`src/rtl/sacts_pkg.sv`:
```
`timescale 1ns / 1ps
// ----------------------------------------------------------------------------
// sacts_pkg
// shared types and constants of the set-associative tag store
// ----------------------------------------------------------------------------
package sacts_pkg;

   localparam int ADDR_W   = 48;
   localparam int STAMP_W  = 64;
   localparam int CTR_W    = 3;
   localparam int LFSR_W   = 16;
   localparam int POL_W    = 2;
   localparam int TYPE_W   = 3;
   localparam int RSP_W    = 72;
   localparam int MOD_STEP = 4;

   localparam logic [LFSR_W-1:0] LFSR_SEED = 16'h0001;
   localparam logic [LFSR_W-1:0] LFSR_MASK = 16'hB400;
   localparam logic [CTR_W-1:0]  CTR_HIT   = 3'd7;
   localparam logic [CTR_W-1:0]  CTR_NEW   = 3'd1;

   localparam logic [POL_W-1:0] POL_RANDOM = 2'd1;
   localparam logic [POL_W-1:0] POL_REUSE  = 2'd2;

   typedef enum logic [TYPE_W-1:0] {
      REQ_ACCESS     = 3'd0,
      REQ_PROBE      = 3'd1,
      REQ_INVALIDATE = 3'd2,
      REQ_DIRTY      = 3'd3,
      REQ_INSTALL    = 3'd4
   } req_code_type;

   typedef struct packed {
      logic              valid;
      logic [TYPE_W-1:0] rtype;
      logic [ADDR_W-1:0] addr;
   } req_head_type;

   typedef struct packed {
      logic pop;
      logic clearing;
   } back_status_type;

   typedef enum logic [2:0] {
      ST_CLEAR,
      ST_IDLE,
      ST_EVAL,
      ST_RMOD,
      ST_SCAN,
      ST_APPLY
   } back_state_type;

endpackage

```
`src/rtl/sacts_front.sv`:
```
`timescale 1ns / 1ps
// ----------------------------------------------------------------------------
// sacts_front
// request intake: set index reduction and a two-entry request queue
// ----------------------------------------------------------------------------
module sacts_front import sacts_pkg::*; #(
   parameter int NUM_SETS = 1024,
   parameter int SET_W    = 10
) (
   input  logic                  clock,
   input  logic                  reset,
   input  logic                  req_tvalid,
   output logic                  req_tready,
   input  logic [TYPE_W-1:0]     req_tuser,
   input  logic [ADDR_W-1:0]     req_tdata,
   input  back_status_type       status,
   output req_head_type          head,
   output logic [SET_W-1:0]      head_set
);

   localparam bit IS_POW2 = ((NUM_SETS & (NUM_SETS - 1)) == 0);
   localparam int STEPS   = ADDR_W / MOD_STEP;
   localparam int CNT_W   = $clog2(STEPS + 1);

   logic              busy_ff, busy_in;
   logic [TYPE_W-1:0] rtype_ff, rtype_in;
   logic [ADDR_W-1:0] addr_ff, addr_in;
   logic [ADDR_W-1:0] sh_ff, sh_in;
   logic [SET_W:0]    rem_ff, rem_in;
   logic [CNT_W-1:0]  cnt_ff, cnt_in;

   logic [TYPE_W-1:0] q_rtype_ff [2];
   logic [ADDR_W-1:0] q_addr_ff  [2];
   logic [SET_W-1:0]  q_set_ff   [2];
   logic              wp_ff, rp_ff;
   logic [1:0]        count_ff;

   logic              accept, done, push, pop;
   logic [SET_W-1:0]  set_val;
   logic [SET_W:0]    r;

   assign req_tready = !busy_ff && !status.clearing;
   assign accept     = req_tvalid && req_tready;
   assign done       = IS_POW2 ? 1'b1 : (cnt_ff == CNT_W'(STEPS));
   assign push       = busy_ff && done && (count_ff != 2'd2);
   assign pop        = status.pop && (count_ff != 2'd0);
   assign set_val    = IS_POW2 ? (addr_ff[SET_W-1:0] & SET_W'(NUM_SETS - 1))
                               : rem_ff[SET_W-1:0];

   always_comb begin
      r = rem_ff;
      for (int k = 0; k < MOD_STEP; k++) begin
         r = {r[SET_W-1:0], sh_ff[ADDR_W-1-k]};
         if (r >= (SET_W+1)'(NUM_SETS)) begin
            r = r - (SET_W+1)'(NUM_SETS);
         end
      end
   end

   always_comb begin
      busy_in  = busy_ff;
      rtype_in = rtype_ff;
      addr_in  = addr_ff;
      sh_in    = sh_ff;
      rem_in   = rem_ff;
      cnt_in   = cnt_ff;
      if (accept) begin
         busy_in  = 1'b1;
         rtype_in = req_tuser;
         addr_in  = req_tdata;
         sh_in    = req_tdata;
         rem_in   = '0;
         cnt_in   = '0;
      end else if (busy_ff && !done) begin
         rem_in = r;
         sh_in  = sh_ff << MOD_STEP;
         cnt_in = cnt_ff + 1'b1;
      end else if (push) begin
         busy_in = 1'b0;
      end
   end

   always_ff @(posedge clock) begin
      if (reset) begin
         busy_ff  <= 1'b0;
         wp_ff    <= 1'b0;
         rp_ff    <= 1'b0;
         count_ff <= 2'd0;
      end else begin
         busy_ff  <= busy_in;
         if (push) begin
            wp_ff <= ~wp_ff;
         end
         if (pop) begin
            rp_ff <= ~rp_ff;
         end
         count_ff <= count_ff + {1'b0, push} - {1'b0, pop};
      end
   end

   always_ff @(posedge clock) begin
      rtype_ff <= rtype_in;
      addr_ff  <= addr_in;
      sh_ff    <= sh_in;
      rem_ff   <= rem_in;
      cnt_ff   <= cnt_in;
      if (push) begin
         q_rtype_ff[wp_ff] <= rtype_ff;
         q_addr_ff[wp_ff]  <= addr_ff;
         q_set_ff[wp_ff]   <= set_val;
      end
   end

   assign head.valid = (count_ff != 2'd0);
   assign head.rtype = q_rtype_ff[rp_ff];
   assign head.addr  = q_addr_ff[rp_ff];
   assign head_set   = q_set_ff[rp_ff];

endmodule

```
`config.mk`:
```
export PLATFORM = sky130hd
export DESIGN_NAME = sacts_front
export DESIGN_NICKNAME = d
export VERILOG_FILES = /design/src/rtl/sacts_pkg.sv /design/src/rtl/sacts_front.sv
export SDC_FILE = /design/constraint.sdc
export NUM_CORES = 1
export LEC_CHECK = 0
export BUFFER_PORTS_ARGS = -buffer_cell sky130_fd_sc_hd__buf_2
export CAP_MARGIN = 5
export CORE_UTILIZATION = 29
export DETAILED_ROUTE_END_ITERATION = 10
export GPL_TIMING_DRIVEN = 0
export PLACE_DENSITY = 0.56
export SYNTH_ARGS = -nofsm -noshare
export SYNTH_HDL_FRONTEND = slang
export SYNTH_SLANG_ARGS = --single-unit
```
`constraint.sdc`:
```
create_clock -name clock -period 16.24 [get_ports clock]
set_clock_uncertainty 0.05 [all_clocks]
set_input_delay 2.436 -clock clock [delete_from_list [all_inputs] [get_ports clock]]
set_output_delay 2.436 -clock clock [all_outputs]
set_load 0.02 [all_outputs]
```
==> results.toml, run 1 <==
[route]
wl_per_cell_um = 14.9
dr.pass1.iters = 4
ant_nets = 0
drtIter0Drc = 69
drc = 0
vias = 2670
wirelength_um = 9990
via_per_inst = 4.00

[floorplan]
die_h_um = 141
die_w_um = 141
coreArea_um2 = 18800
num_rows = 50
dieArea_um2 = 19800
io_pins = 119
initial_utilization = 0.297

[yosys]
synth_cell_types = 25
synth-xor-area-share = 0.00313
synth_fa_ha_area_frac = 0.00448
synth_top_family_by_area = "multiplexers"
netlist_instances = 252
seq_area_frac_synth = 0.843
synth_compound_area_frac = 0.00470
yosys_warnings = 0
syn_nets = 310
synthMuxAreaShare = 0.103
syn_avg_cell_area_um2 = 22.2
synth-simple-area-share = 0.0152
synth_area_um2 = 5590
synth-seq-cells = 159

[pwr]
p_leak_uw = 0.00257
power_density_nw_per_um2 = 149
total_power_uw = 1060
peakVddDrop_v = 0.0000760

[sta]
worstMarginPinSlew_ps = 819
period_minus_slack_ps = 5260
rsz0062_at_grt = "no"
finalSetupTns_ps = 0
drv_slew = 0
setup_viol = 0
hold_viol_final = 0
fmax_ghz = 0.190
period_share = 0.324
maxSlewHeadroom = 0.454

[worst_setup_path]
path_max_fanout = 2
start_kind = "primary input"
cp-end-kind = "output port"
cp.required_ps = 13750
worst_ep_arrival_time_ps = 2770
critPathKind = "primary input to output port"

[finish]
nFillCells = 1756
drive_gt1_frac = 0.554
final_cell_mix = "153 x edfxtp_1, 119 x buf_2, 51 x mux2_2, 17 x clkbuf_16"
areaGrowthSynthToFinish_pct = 27.7
fin_nets = 454
layout_commonest_cell = "edfxtp_1"
num_antenna_cells = 0

[clock_network]
htreeDepth = 4
clock-root-buffer = "clkbuf_16"
cts_tree = "built"
cts_resized = 0
clkSinkCount = 159
clock_latency_ps = 410
clkTransAtPathRegs_ps = 60
cts_buffers = 17
cts_setup_buffers = 0
hold_buffers = 0
cts_buffer_depth = 2

[placed_design]
io_buffers = 118
dp_hpwl_um = 6570
place_congestion = 0.666

[global_routing]
grt_pass1_wl_um = 15400
grt-ovfl-total = 0
grt_pass1_vias = 2883
grt_usage = 0.106
grt_max_degree = 37
grt_antenna_before_repair = 0

[job]
maxCapViolations = 0

[worst_hold_path]
hold_path_class = "register to register"

[outcome]
status = "finished, final reports clean"
layer usage:
| layer | vias up | routed length (um) | share of wire | GRT usage |
|---|---|---|---|---|
| li1 | 1257 | - | - | - |
| met1 | 1316 | 4450 | 0.45 | 0.128 |
| met2 | 87 | 4850 | 0.49 | 0.171 |
| met3 | 10 | 567 | 0.057 | 0.0418 |
| met4 | 0 | 124 | 0.012 | 0.0412 |
| met5 | - | 0 | 0 | 0 |
through the flow:
step	cells	instance area, um^2	hold WS, ps	utilization	worst slack [ps]
2_1_floorplan	252	5590	371	-	9440
3_3_place_gp	630	6510	372	0.346	6560
3_5_place_dp	637	6610	380	0.351	10980
4_1_cts	668	7140	394	0.379	10980
5_1_grt	668	7140	401	0.379	10960
6_report	668	7140	390	0.379	10980
state kept, by name, indices dropped and copies added (netlist names), named ones only:
| signal | count |
|---|---|
| q_addr_ff | 96 |
| addr_ff | 48 |
| q_rtype_ff | 6 |
| rtype_ff | 3 |
| count_ff | 2 |
| busy_ff | 1 |
| rp_ff | 1 |
| wp_ff | 1 |
power breakdown:
part,internal [uW],switching [uW]
combinational,97.7,124
clock,208,152
sequential,472,8.26
worst paths after layout:
kind              slack (ps)               end   startpoint  cells after the start
setup / recovery       10980        req_tready    status[0]                      3
hold reg to reg          390  q_addr_ff[1][21]  addr_ff[21]                      0
setup reg to reg       14280       rtype_ff[1]      busy_ff                      4
hold / removal           390  q_addr_ff[1][21]  addr_ff[21]                      0
cells in the mapped netlist, drive strengths merged:
| cell type | instances | area (um^2) |
|---|---|---|
| or3 | 1 | 11.3 |
| dfxtp | 6 | 120 |
| nand2 | 1 | 3.75 |
| nor2b | 2 | 12.5 |
| edfxtp | 153 | 4590 |
| a21oi | 2 | 13.8 |
| and2 | 1 | 6.26 |
| xnor2 | 1 | 8.76 |
| mux2 | 51 | 574 |
| or2 | 1 | 6.26 |
| nor2 | 5 | 18.8 |
| o21ai | 1 | 5.00 |
| nor3 | 1 | 5.00 |
| ha | 2 | 25.0 |
| inv | 3 | 11.3 |
| nor3b | 1 | 7.51 |
| o21a | 1 | 7.51 |
| and3 | 1 | 7.51 |
| xor2 | 1 | 8.76 |
| buf | 16 | 136 |
| nand2b | 1 | 6.26 |
layout make-up:
cell class | instances | area, um^2 | area share
flip-flops and latches | 159 | 4710 | 0.660
multi-input cells | 74 | 733 | 0.103
repair buffers | 125 | 687 | 0.0962
clock buffers | 19 | 433 | 0.0606
well taps | 260 | 325 | 0.0456
plain buffers | 16 | 136 | 0.0191
clock inverters | 12 | 97.6 | 0.0137
inverters | 3 | 11.3 | 0.00158
critical path, cell delays in order:
cell,delay (ps)
buf_2,110
nor2_1,70
buf_2,160
logic make-up (layout without fill, tap and decap cells):
group,count (synthesis),count (layout)
adder cells (fa/ha/maj),2,2
XOR/XNOR,2,2
buffers and inverters,19,175
AO/OA/AOI/OAI,4,4
AND/OR/NAND/NOR,15,15
multiplexers,51,51
flip-flops,159,159
Note: power is estimated with default switching activity, not from simulation.
==> inputs of run 2 (changes only) <==
Settings changed: ABC_AREA set to 1.
Clock period 16.24 ns to 5.4 ns, I/O delays scaled along.
==> run 2 against run 1 <==
Final area increased by 3.0%. Sequential power increased to 3.0 times the previous value. Highest routed layer is now met5. Critical path type is now register to output port. Via count increased by 1.9%. Final cell count increased by 1.8%. First-iteration DRC count increased by 71%.
==> results.toml, run 2 <==
[route]
drc = 0
via_per_inst = 4.00
wirelength_um = 10100
dr.pass1.iters = 4
drtIter0Drc = 118
wl_per_cell_um = 14.9
vias = 2721
ant_nets = 0

[pwr]
peakVddDrop_v = 0.000195
power_density_nw_per_um2 = 440
p_leak_uw = 0.00275

[worst_setup_path]
r2r-start = "count_ff[0]"
crit_slowest_cell = "dfxtp_1"
start_kind = "register"
cp.required_ps = 4540
path_max_fanout = 10
worst_ep_arrival_time_ps = 1660
slowest_delay_ps = 320
cp_cell_sequence = "buf_6 -> buf_12 -> mux2_4 -> buf_4 -> buf_2"
cp-end-kind = "output port"
critPathKind = "register to output port"

[clock_network]
cts_buffer_depth = 2
clkTransAtPathRegs_ps = 60
cts_buffers = 17
clkSinkCount = 159
clock_latency_ps = 410
cts_resized = 0
clock-root-buffer = "clkbuf_16"
hold_buffers = 0
cts_setup_buffers = 0
htreeDepth = 4
cts_tree = "built"

[yosys]
synth_area_um2 = 5830
netlist_instances = 264
synthFlopType = "edfxtp_1"
synth_edf_count = 153
synth_fa_ha_area_frac = 0.00429
synth_most_common_cell = "edfxtp_1"
synth-xor-area-share = 0
seq_area_frac_synth = 0.808
yosys.area.top_type = "edfxtp_1"
synth_top_area_share = 0.788
async_flop_share = 0
synthMuxAreaShare = 0.131
syn_avg_cell_area_um2 = 22.1
yosys_warnings = 0
synth-seq-cells = 159
synth_cell_types = 13
syn_nets = 322
synth_commonest_cells = "153 x edfxtp_1, 50 x mux2_4, 10 x buf_4, 10 x inv_1, 10 x nor2_1"
synth_area_leaders = "edfxtp_1 79%, mux2_4 13%, dfxtp_1 2.1%"
synth_compound_area_frac = 0.00257
synth_top_family_by_area = "multiplexers"
synth-simple-area-share = 0.0157

[finish]
final_cell_mix = "153 x edfxtp_1, 118 x buf_2, 50 x mux2_4, 17 x clkbuf_16, 10 x buf_4"
finalNonFillerCells = 680
register_area_um2 = 4710
multiInputGateArea_um2 = 901
final_cell_area_um2 = 7350
drive_gt1_frac = 0.523
nFillCells = 1842
areaGrowthSynthToFinish_pct = 26.0
fin_nets = 462
top_register = "q_addr_ff"
layout_commonest_cell = "edfxtp_1"
num_antenna_cells = 0
finalCoreUtilization = 0.375
reg_top3 = "q_addr_ff: 96 flops, addr_ff: 48 flops, q_rtype_ff: 6 flops"
largest_register_ffs = 96

[floorplan]
io_pins = 119
initial_utilization = 0.298
num_rows = 51
coreArea_um2 = 19600
dieArea_um2 = 20700
die_w_um = 144
die_h_um = 144

[worst_hold_path]
hold_start = "addr_ff[6]"
hold_path_class = "register to register"

[global_routing]
grt_pass1_wl_um = 15200
grt_pass1_vias = 2937
grt_usage = 0.103
grt-ovfl-total = 0
grt_antenna_before_repair = 1
grt_max_degree = 37

[sta]
period_share = 0.467
maxSlewHeadroom = 0.413
finalSetupTns_ps = 0
worstMarginPinSlew_ps = 879
period_minus_slack_ps = 2520
drv_slew = 0
rsz0062_at_grt = "no"
hold_viol_final = 0
fmax_ghz = 0.396
setup_viol = 0

[placed_design]
dp_hpwl_um = 6690
io_buffers = 118
place_congestion = 0.654
dpl_cell_area_um2 = 6820
placedCellCount = 650

[outcome]
status = "finished, final reports clean"

[job]
maxCapViolations = 0
run 2: layer usage:
layer | global-route usage | part of all wire | vias up
met2 | 0.175 | 0.51 | 79
met1 | 0.115 | 0.42 | 1355
met3 | 0.0433 | 0.054 | 10
met4 | 0.0414 | 0.011 | 2
met5 | 0 | 0.0013 | -
li1 | - | - | 1275
run 2: final timing paths:
kind,endpoint,slack (ps),depth (start not counted)
max,head_set[8],2880,5
min,q_addr_ff[1][6],390,0
max reg2reg,q_addr_ff[0][34],3370,5
min reg2reg,q_addr_ff[1][6],390,0
run 2: per-stage QoR:
| stage | hold slack (ps) | total power [uW] | setup slack [ps] |
|---|---|---|---|
| 4_1_cts | 393 | 3290 | 2820 |
| 2_1_floorplan | 371 | 2000 | 2200 |
| 3_3_place_gp | 372 | 2180 | 684 |
| 6_report | 393 | 3240 | 2880 |
| 5_1_grt | 402 | 3380 | 2800 |
| 3_5_place_dp | 381 | 2190 | 3150 |
run 2: cells by family (layout without fill, tap and decap cells):
group / after synthesis / in the layout
compound gates: 3 / 3
flops: 159 / 159
buf+inv: 26 / 177
simple gates: 23 / 23
fa+ha+maj: 2 / 2
mux: 51 / 51
run 2: power by group:
group | leakage, uW | internal (uW) | switching (uW)
Clock | 0.000246 | 623 | 459
Combinational | 0.00105 | 334 | 372
Sequential | 0.00145 | 1420 | 25.4
Total | 0.00275 | 2380 | 857
run 2: area by class of cell:
class | instances | share of cell area
tap | 265 | 0.0451
clock inverter | 12 | 0.0134
inverter | 10 | 0.00511
sequential | 159 | 0.641
multi-input combinational | 79 | 0.123
timing repair buffer | 121 | 0.0885
clock buffer | 18 | 0.0584
buffer | 16 | 0.0254
run 2: worst max-delay path: cells and delay by family, from the launching register on:
kind,cells,cell delay [ps]
buffers and inverters,4,620
DFF,1,320
muxes,1,310
==> inputs of run 3 (changes only) <==
Settings changed: ABC_AREA 1 to 0.
Clock period 5.4 ns to 2.56 ns, I/O delays scaled along.
==> run 3 against run 2 <==
First-iteration DRC count rose by 8.5%. Utilization rose by 0.86 points. Register-to-register slack got worse by 2800 ps. Critical path depth did not move. Final cell count fell by 2.1%. Clock power rose to 2.5 times the previous value.
==> results.toml, run 3 (synthesis results as in run 1) <==
[outcome]
status = "finished, final reports clean"

[finish]
drive_gt1_frac = 0.547
top_register = "q_addr_ff"
final_cell_mix = "153 x edfxtp_1, 119 x buf_2, 51 x mux2_2, 17 x clkbuf_16, 10 x buf_4"
largest_register_ffs = 96
num_antenna_cells = 0
layout_commonest_cell = "edfxtp_1"
nFillCells = 1756
fin_nets = 452
reg_top3 = "q_addr_ff: 96 flops, addr_ff: 48 flops, q_rtype_ff: 6 flops"
areaGrowthSynthToFinish_pct = 29.3

[sta]
period_share = 0.867
finalSetupTns_ps = 0
period_minus_slack_ps = 2220
maxSlewHeadroom = 0.555
layout_setup_ws_ps = 340
drv_slew = 0
worstMarginPinSlew_ps = 667
setup_viol = 0
fmax_ghz = 0.450
rsz0062_at_grt = "no"
hold_viol_final = 0

[clock_network]
cts_tree = "built"
clock-root-buffer = "clkbuf_16"
clkSinkCount = 159
clkTransAtPathRegs_ps = 60
htreeDepth = 4
cts_buffer_depth = 2
cts_resized = 0
cts_setup_buffers = 0
cts_buffers = 17
hold_buffers = 0
clock_latency_ps = 420

[global_routing]
busiest_layer = "met2"
grt-ovfl-total = 0
use_met1 = 0.131
grt_pass1_wl_um = 15400
grt_pass1_vias = 2916
grt_usage = 0.107
grtUsageMet3 = 0.0384
grt_antenna_before_repair = 0
grt_util_met2 = 0.168
grt_max_degree = 33

[placed_design]
io_buffers = 118
place_congestion = 0.635
place_ws_ps = 519
dp_hpwl_um = 6370

[pwr]
power_density_nw_per_um2 = 990
p_leak_uw = 0.00261
peakVddDrop_v = 0.000479
total_power_uw = 7150

[route]
wl_per_cell_um = 14.8
drtIter0Drc = 128
via_per_inst = 4.07
drc = 0
wirelength_um = 9860
ant_nets = 0
vias = 2710
dr.pass1.iters = 4

[job]
maxCapViolations = 0

[floorplan]
die_h_um = 141
dieArea_um2 = 19800
die_w_um = 141
io_pins = 119
coreArea_um2 = 18800
initial_utilization = 0.297
num_rows = 50

[worst_setup_path]
cp.required_ps = 2130
cp_cell_sequence = "buf_2 -> buf_6 -> mux2_2 -> buf_4 -> buf_2"
slowest_delay_ps = 350
path_max_fanout = 10
start_kind = "register"
crit_slowest_cell = "mux2_2"
critPathKind = "register to output port"
worst_ep_arrival_time_ps = 1790
cpMostUsedCell = "buf_2"
cp-end-kind = "output port"

[worst_hold_path]
hold_path_class = "primary input to register"
-- run 3: cell types whose count changed in the layout (fill, tap and decap cells not counted), moves of 3 or more --
cell        before  now
mux2_2           1   51
buf_6            1    5
buf_8            0    3
buf_12           8    2
nand2_1          9    1
nand3_1          4    0
nor2_1           9    5
mux2_4          50    0
inv_1            8    1
bufinv_16        1    5
clkinvlp_4       4    0
-- run 3: where the power goes --
| part | total (uW) | switching, uW | internal (uW) |
|---|---|---|---|
| clock | 2700 | 983 | 1720 |
| combinational | 1400 | 782 | 619 |
| sequential | 3050 | 51.9 | 3000 |
-- run 3: final timing paths --
check,start,endpoint,slack [ps],depth (start not counted)
setup / recovery,register,head_set[6],340,5
hold / removal,req_tdata[24],addr_ff[24],90,1
setup reg to reg,busy_ff,q_addr_ff[0][14],570,4
hold reg to reg,addr_ff[31],q_addr_ff[0][31],390,0
-- run 3: cell type report --
cell class              count  area [um^2]  share of cell area
inverters                   3         11.3             0.00156
plain buffers              16          136              0.0189
clock inverters            12          191              0.0265
multi-input cells          74          739               0.102
flip-flops and latches    159         4710               0.652
clock buffers              19          433              0.0599
well taps                 260          325              0.0450
repair buffers            123          676              0.0935
-- run 3: per-layer routing --
layer / share of wire / vias to the layer above
li1: - / 1254
met1: 0.44 / 1362
met5: 0 / -
met2: 0.49 / 85
met4: 0.013 / 0
met3: 0.049 / 9
-- run 3: critical path: cells and delay by family (launching register included) --
family,cells,cell delay [ps]
buffers and inverters,4,720
multiplexers,1,350
flip-flops,1,300
-- run 3: per-stage QoR --
step / area, um^2 / hold slack [ps] / std cells / utilization
global route: 7230 / 57.7 / 666 / 0.384
finish: 7230 / 86.4 / 666 / 0.384
global placement: 6520 / 372 / 630 / 0.346
detailed placement: 6600 / 381 / 635 / 0.351
floorplan: 5600 / 371 / 252 / -
CTS: 7230 / 62.2 / 666 / 0.384
